`config.mk`:
```
export PLATFORM = sky130hd
export DESIGN_NAME = spq_cell
export DESIGN_NICKNAME = d
export VERILOG_FILES = /design/src/rtl/core/spq_pkg.sv /design/src/rtl/core/spq_cell.sv
export SDC_FILE = /design/constraint.sdc
export NUM_CORES = 1
export LEC_CHECK = 0
export BUFFER_PORTS_ARGS = -buffer_cell sky130_fd_sc_hd__buf_2
export CORE_UTILIZATION = 30
export DETAILED_ROUTE_END_ITERATION = 8
export PLACE_DENSITY = 0.69
export SLEW_MARGIN = 20
export SYNTH_ARGS = -nofsm -noshare
export SYNTH_HDL_FRONTEND = slang
export SYNTH_SLANG_ARGS = --single-unit
```
`constraint.sdc`:
```
create_clock -name i_clk -period 3.9 [get_ports i_clk]
set_input_delay 0.78 -clock i_clk [delete_from_list [all_inputs] [get_ports i_clk]]
set_output_delay 0.78 -clock i_clk [all_outputs]
set_load 0.02 [all_outputs]
```
`src/rtl/core/spq_pkg.sv`:
```
package spq_pkg;

    localparam logic OP_INSERT = 1'b0;
    localparam logic OP_REMOVE = 1'b1;

    localparam logic [1:0] ST_OK    = 2'd0;
    localparam logic [1:0] ST_FULL  = 2'd1;
    localparam logic [1:0] ST_EMPTY = 2'd2;

    typedef struct packed {
        logic step;
        logic remove;
    } t_cell_ctl;

endpackage

```
`src/rtl/core/spq_cell.sv`:
```
module spq_cell #(
    parameter int KEY_BITS    = 16,
    parameter int HANDLE_BITS = 8
) (
    input  logic                   i_clk,
    input  spq_pkg::t_cell_ctl     i_ctl,
    input  logic [KEY_BITS-1:0]    i_new_key,
    input  logic [HANDLE_BITS-1:0] i_new_handle,
    input  logic                   i_occ,
    input  logic                   i_tail,
    input  logic                   i_left_gt,
    input  logic [KEY_BITS-1:0]    i_left_key,
    input  logic [HANDLE_BITS-1:0] i_left_handle,
    input  logic [KEY_BITS-1:0]    i_right_key,
    input  logic [HANDLE_BITS-1:0] i_right_handle,
    output logic                   o_gt,
    output logic [KEY_BITS-1:0]    o_key,
    output logic [HANDLE_BITS-1:0] o_handle
);

    logic [KEY_BITS-1:0]    r_key;
    logic [HANDLE_BITS-1:0] r_handle;
    logic [KEY_BITS-1:0]    n_key;
    logic [HANDLE_BITS-1:0] n_handle;

    // stored entry leaves room for a smaller new key
    assign o_gt     = i_occ && (r_key > i_new_key);
    assign o_key    = r_key;
    assign o_handle = r_handle;

    always_comb begin
        n_key    = r_key;
        n_handle = r_handle;
        if (i_ctl.remove) begin
            n_key    = i_right_key;
            n_handle = i_right_handle;
        end else if (i_left_gt) begin
            n_key    = i_left_key;
            n_handle = i_left_handle;
        end else if (o_gt || i_tail) begin
            n_key    = i_new_key;
            n_handle = i_new_handle;
        end
    end

    always_ff @(posedge i_clk) begin
        if (i_ctl.step) begin
            r_key    <= n_key;
            r_handle <= n_handle;
        end
    end

endmodule

```
## Word level (Yosys, flattened, before mapping)

Index checks and enable logic that the tools add are counted.

| storage, ports and cells | value |
|---|---|
| bits in latches | 0 |
| memories | 0 |
| logic and storage cells | 13 |
| flip-flop bits (word level) | 24 |
| ROM bits | 0 |
| input port bits | 78 |
| memory bits (writable) | 0 |

| operators by class | value |
|---|---|
| add/sub/neg operators | 0 |
| reduce and logical (&&, ||, !) cells | 4 |
| shifts and indexed selects | 0 |
| $mul | 0 |
| div/mod/pow operators | 0 |
| $lt $le $gt $ge | 1 |
| equality and inequality tests | 0 |
| mux-type cells | 6 |
| bitwise logic cells | 0 |

Operators with widths:

| cell | count |
|---|---|
| two-way mux 16 bit | 3 |
| two-way mux 8 bit | 3 |
| > comparator 16 bit | 1 |
| nonzero test 3 bit | 1 |
| AND reduction 2 bit | 1 |
| logical AND 1 bit | 1 |
| logical OR 1 bit | 1 |

## Logic depth before layout (Yosys ltp)

| logic depth | value |
|---|---|
| word-level depth | 6 |
| depth in mapped cells | 7 |
| mapped depth without buffers | 7 |

## Worst setup path after synthesis

No wires, ideal clock.

| timing | value |
|---|---|
| path kind | input-to-reg |
| from | input i_new_key[15] |
| to | register r_handle[0], in the netlist o_handle[0], enable pin |
| data arrival time | 2.995 ns |
| setup slack | 0.520 ns |
| data required time | 3.515 ns |
| cell stages on the path | 7 |
| path through | inv_1 -> ha_1 -> nand4_2 -> or4_4 -> a21o_1 -> a31oi_2 -> o41a_1 |

| between the ends | value |
|---|---|
| cells in the longest elaborated chain, start to end | 5 |

Ends and longest elaborated chain:

| what | line | RTL |
|---|---|---|
| start: declaration | spq_cell.sv:7 | `input logic [KEY_BITS-1:0] i_new_key,` |
| > comparator 16 bit | spq_cell.sv:27 | `assign o_gt = i_occ && (r_key > i_new_key);` |
| logical AND 1 bit | spq_cell.sv:27 |  |
| named net o_gt | spq_cell.sv:16 | `output logic o_gt,` |
| logical OR 1 bit | spq_cell.sv:40 | `end else if (o_gt \|\| i_tail) begin` |
| nonzero test 3 bit (no line) | n/a |  |
| AND reduction 2 bit (no line) | n/a |  |
| end signal: assignment | spq_cell.sv:49 | `r_handle <= n_handle;` |
| end: declaration | spq_cell.sv:22 | `logic [HANDLE_BITS-1:0] r_handle;` |

The timed path passes the listed nets, and every way through them passes these cells.
A chain may end at the register's enable or synchronous reset.

## Worst setup path in the final report

| timing | value |
|---|---|
| from | input i_new_key[15] |
| to | output o_gt |

| between the ends | value |
|---|---|
| cells in the longest elaborated chain, start to end | 2 |

Ends and longest elaborated chain:

| what | line |
|---|---|
| > comparator 16 bit | spq_cell.sv:27 |
| logical AND 1 bit | spq_cell.sv:27 |
| end: declaration | spq_cell.sv:16 |

Every way passes these cells.

==> flow_summary.ini <==
[critical_path]
worstPathMaxFanout = 4
cpMostUsedCell = buf_2
path_cells = buf_2, inv_1, ha_1, nand4_2, or4_4, a21o_1, a31oi_2, buf_2
crit_path_end_kind = primary output
start_kind = input pin
slowest_stage = or4_4
critPathArrivalTime_ns = 2.50
criticalPathCategory = in -> out
required_ns = 3.12
critPathMaxStageDelay_ns = 0.57

[detailed_routing]
drtPass1Iterations = 4
wl_per_cell_um = 11.8
drtIter0Drc = 21
routed-via-count = 1491
viasPerCell = 4.49
totalWireLength_um = 3900
post-route-drc-count = 0
ant_nets = 0

[final_layout]
fill_cells = 506
final_nets = 357
multi_input_area_um2 = 826
syn2layout_area_growth_pct = 39.8
layout_commonest_cell = buf_2
utilization_pct = 44.3
final_cells = 332
diodes = 0
final_cell_mix = buf_2 (102), nand2_1 (27), mux2i_1 (24), edfxtp_1 (24), o21ai_0 (18)
register_area_um2 = 721
drive_gt1_share_pct = 43.1

[outcome]
outcome = completed

[synth]
yosysUniqueCellTypes = 22
yosys.area.top_type = edfxtp_1
synth_edf_count = 24
syn_nets = 256
ys_async_sr_fraction_pct = 0
synthTopCellsByArea = edfxtp_1 (44%), mux2i_1 (15%), ha_1 (12%), nand2_1 (6.2%), o21ai_0 (5.5%)
syn_avg_cell_area_um2 = 10.1
synth_flop_cell = edfxtp_1
synth_top_area_share_pct = 44.0
yosys_register_bits = 24
yosys_warnings = 0
yosysSeqAreaShare_pct = 44.0
syn-instance-count = 162
synth_area_um2 = 1640

[power]
power_density_nw_per_um2 = 315
power.total_uw = 722
irDropWorstVdd_uv = 139
leakagePower_uw = 0.00116

[timing]
max_slew_margin_pct = 49.5
setup_viol_count_final = 0
tightest_slew_ns = 0.758
fmax_mhz = 305
grt_setup_unrepaired = false
final_hold_viol_count = 0
skew_ns = 0.00297
period_minus_slack_ns = 3.28
finalMaxSlewViolations = 0
setup_tns_ns = 0
finalCritPeriodShare_pct = 84.0

[floorplan]
die_x_um = 75.9
dieHeight_um = 75.9
coreArea_um2 = 5170
die_area_um2 = 5760
pin_count = 103
rows = 26
start_util_pct = 31.7

[grt]
grt-ovfl-total = 0
grt_max_degree = 50
track_usage_pct = 14.4
antenna_found_initial = 0
grt_pass1_wl_um = 6640
grt_pass1_vias = 1479

[cts]
h-tree-depth = 1
clock-root-buffer = clkbuf_8
clkLatencyLatePin_ns = 0.27
cts_buffers = 3
cts.clk_slew.worst_paths_ns = 0.09
hold_buffers = 0
cts_tree = yes
cts_resized = 0
cts_setup_buffers = 0
cts_buffer_depth = 2
cts.sinks = 24

[placement]
gp_congestion = 0.701
placed_cells = 328
numPortBuffers = 102
dp_hpwl_um = 3090

[job]
cap_violations = 0

[hold_path]
min_path_type = in -> reg
[flip-flops by register name, indices dropped and copies added (netlist names)]
| signal | cells |
|---|---|
| o_handle | 8 |
| o_key | 16 |
[cell usage after synthesis, drive strengths merged, types with 2 or more instances]
| cell type | n |
|---|---|
| mux2i | 24 |
| a21oi | 6 |
| o21ai | 27 |
| nand2 | 27 |
| clkbuf | 6 |
| inv | 16 |
| ha | 16 |
| edfxtp | 24 |
| nor2b | 2 |
| buf | 2 |
| nor2 | 2 |
| nand4 | 3 |
[logic make-up (layout without fill, tap and decap cells)]
family                     Yosys count  in the layout  share of synthesized area (%)
buffers and inverters               24            124                           5.65
and+or+nand+nor                     36             36                           9.92
DFF                                 24             24                           44.0
AOI/OAI and AO/OA                   38             38                           13.6
muxes                               24             24                           14.7
adders and majority gates           16             16                           12.2
[where the power goes]
part / total [uW] / internal (uW) / leakage [uW] / switching (uW)
clock: 221 / 137 / 0.0000357 / 84.1
sequential: 318 / 310 / 0.000236 / 7.89
combinational: 183 / 80.5 / 0.000893 / 102
total: 722 / 528 / 0.00116 / 194
[path summary, 6_finish.rpt]
path	cells after the start	slack (ns)	end	startpoint
worst max-delay path	8	0.62	o_gt	i_new_key[15]
worst min-delay path	3	0.79	o_key[0]$_DFFE_PP_	i_right_key[0]
worst max register to register	7	1.30	o_key[13]$_DFFE_PP_	o_key[13]$_DFFE_PP_
worst min register to register	5	1.44	o_key[5]$_DFFE_PP_	o_key[15]$_DFFE_PP_
[layout make-up]
class                   count  area share, %
well taps                  70           3.82
clock buffers               3           1.80
repair buffers            104           22.9
flip-flops and latches     24           31.5
clock inverters             1           1.31
inverters                  16           2.62
multi-input cells         114           36.0
[worst max-delay path: cells and delay by family]
family	cells	cell delay, ns
fa+ha+maj	1	0.29
buf+inv	3	0.34
compound gates	2	0.37
simple gates	2	0.72
[layer usage]
metal | GRT usage [%] | vias up | part of all wire, %
met1 | 16.9 | 653 | 45
met2 | 26.5 | 50 | 49
met4 | 4.62 | 0 | 0.92
met3 | 2.41 | 2 | 4.9
li1 | - | 786 | -
met5 | 0 | - | 0
[per-stage QoR]
stage | hold slack, ns | worst slack, ns | area, um2
6_report | 0.785 | 0.624 | 2290
5_1_grt | 0.790 | 0.515 | 2290
4_1_cts | 0.779 | 0.615 | 2290
3_5_place_dp | 1.07 | 0.621 | 2220
3_3_place_gp | 1.06 | 0.635 | 2220
2_1_floorplan | 0.971 | 0.520 | 1640
Note: power is estimated with default switching activity, not from simulation.
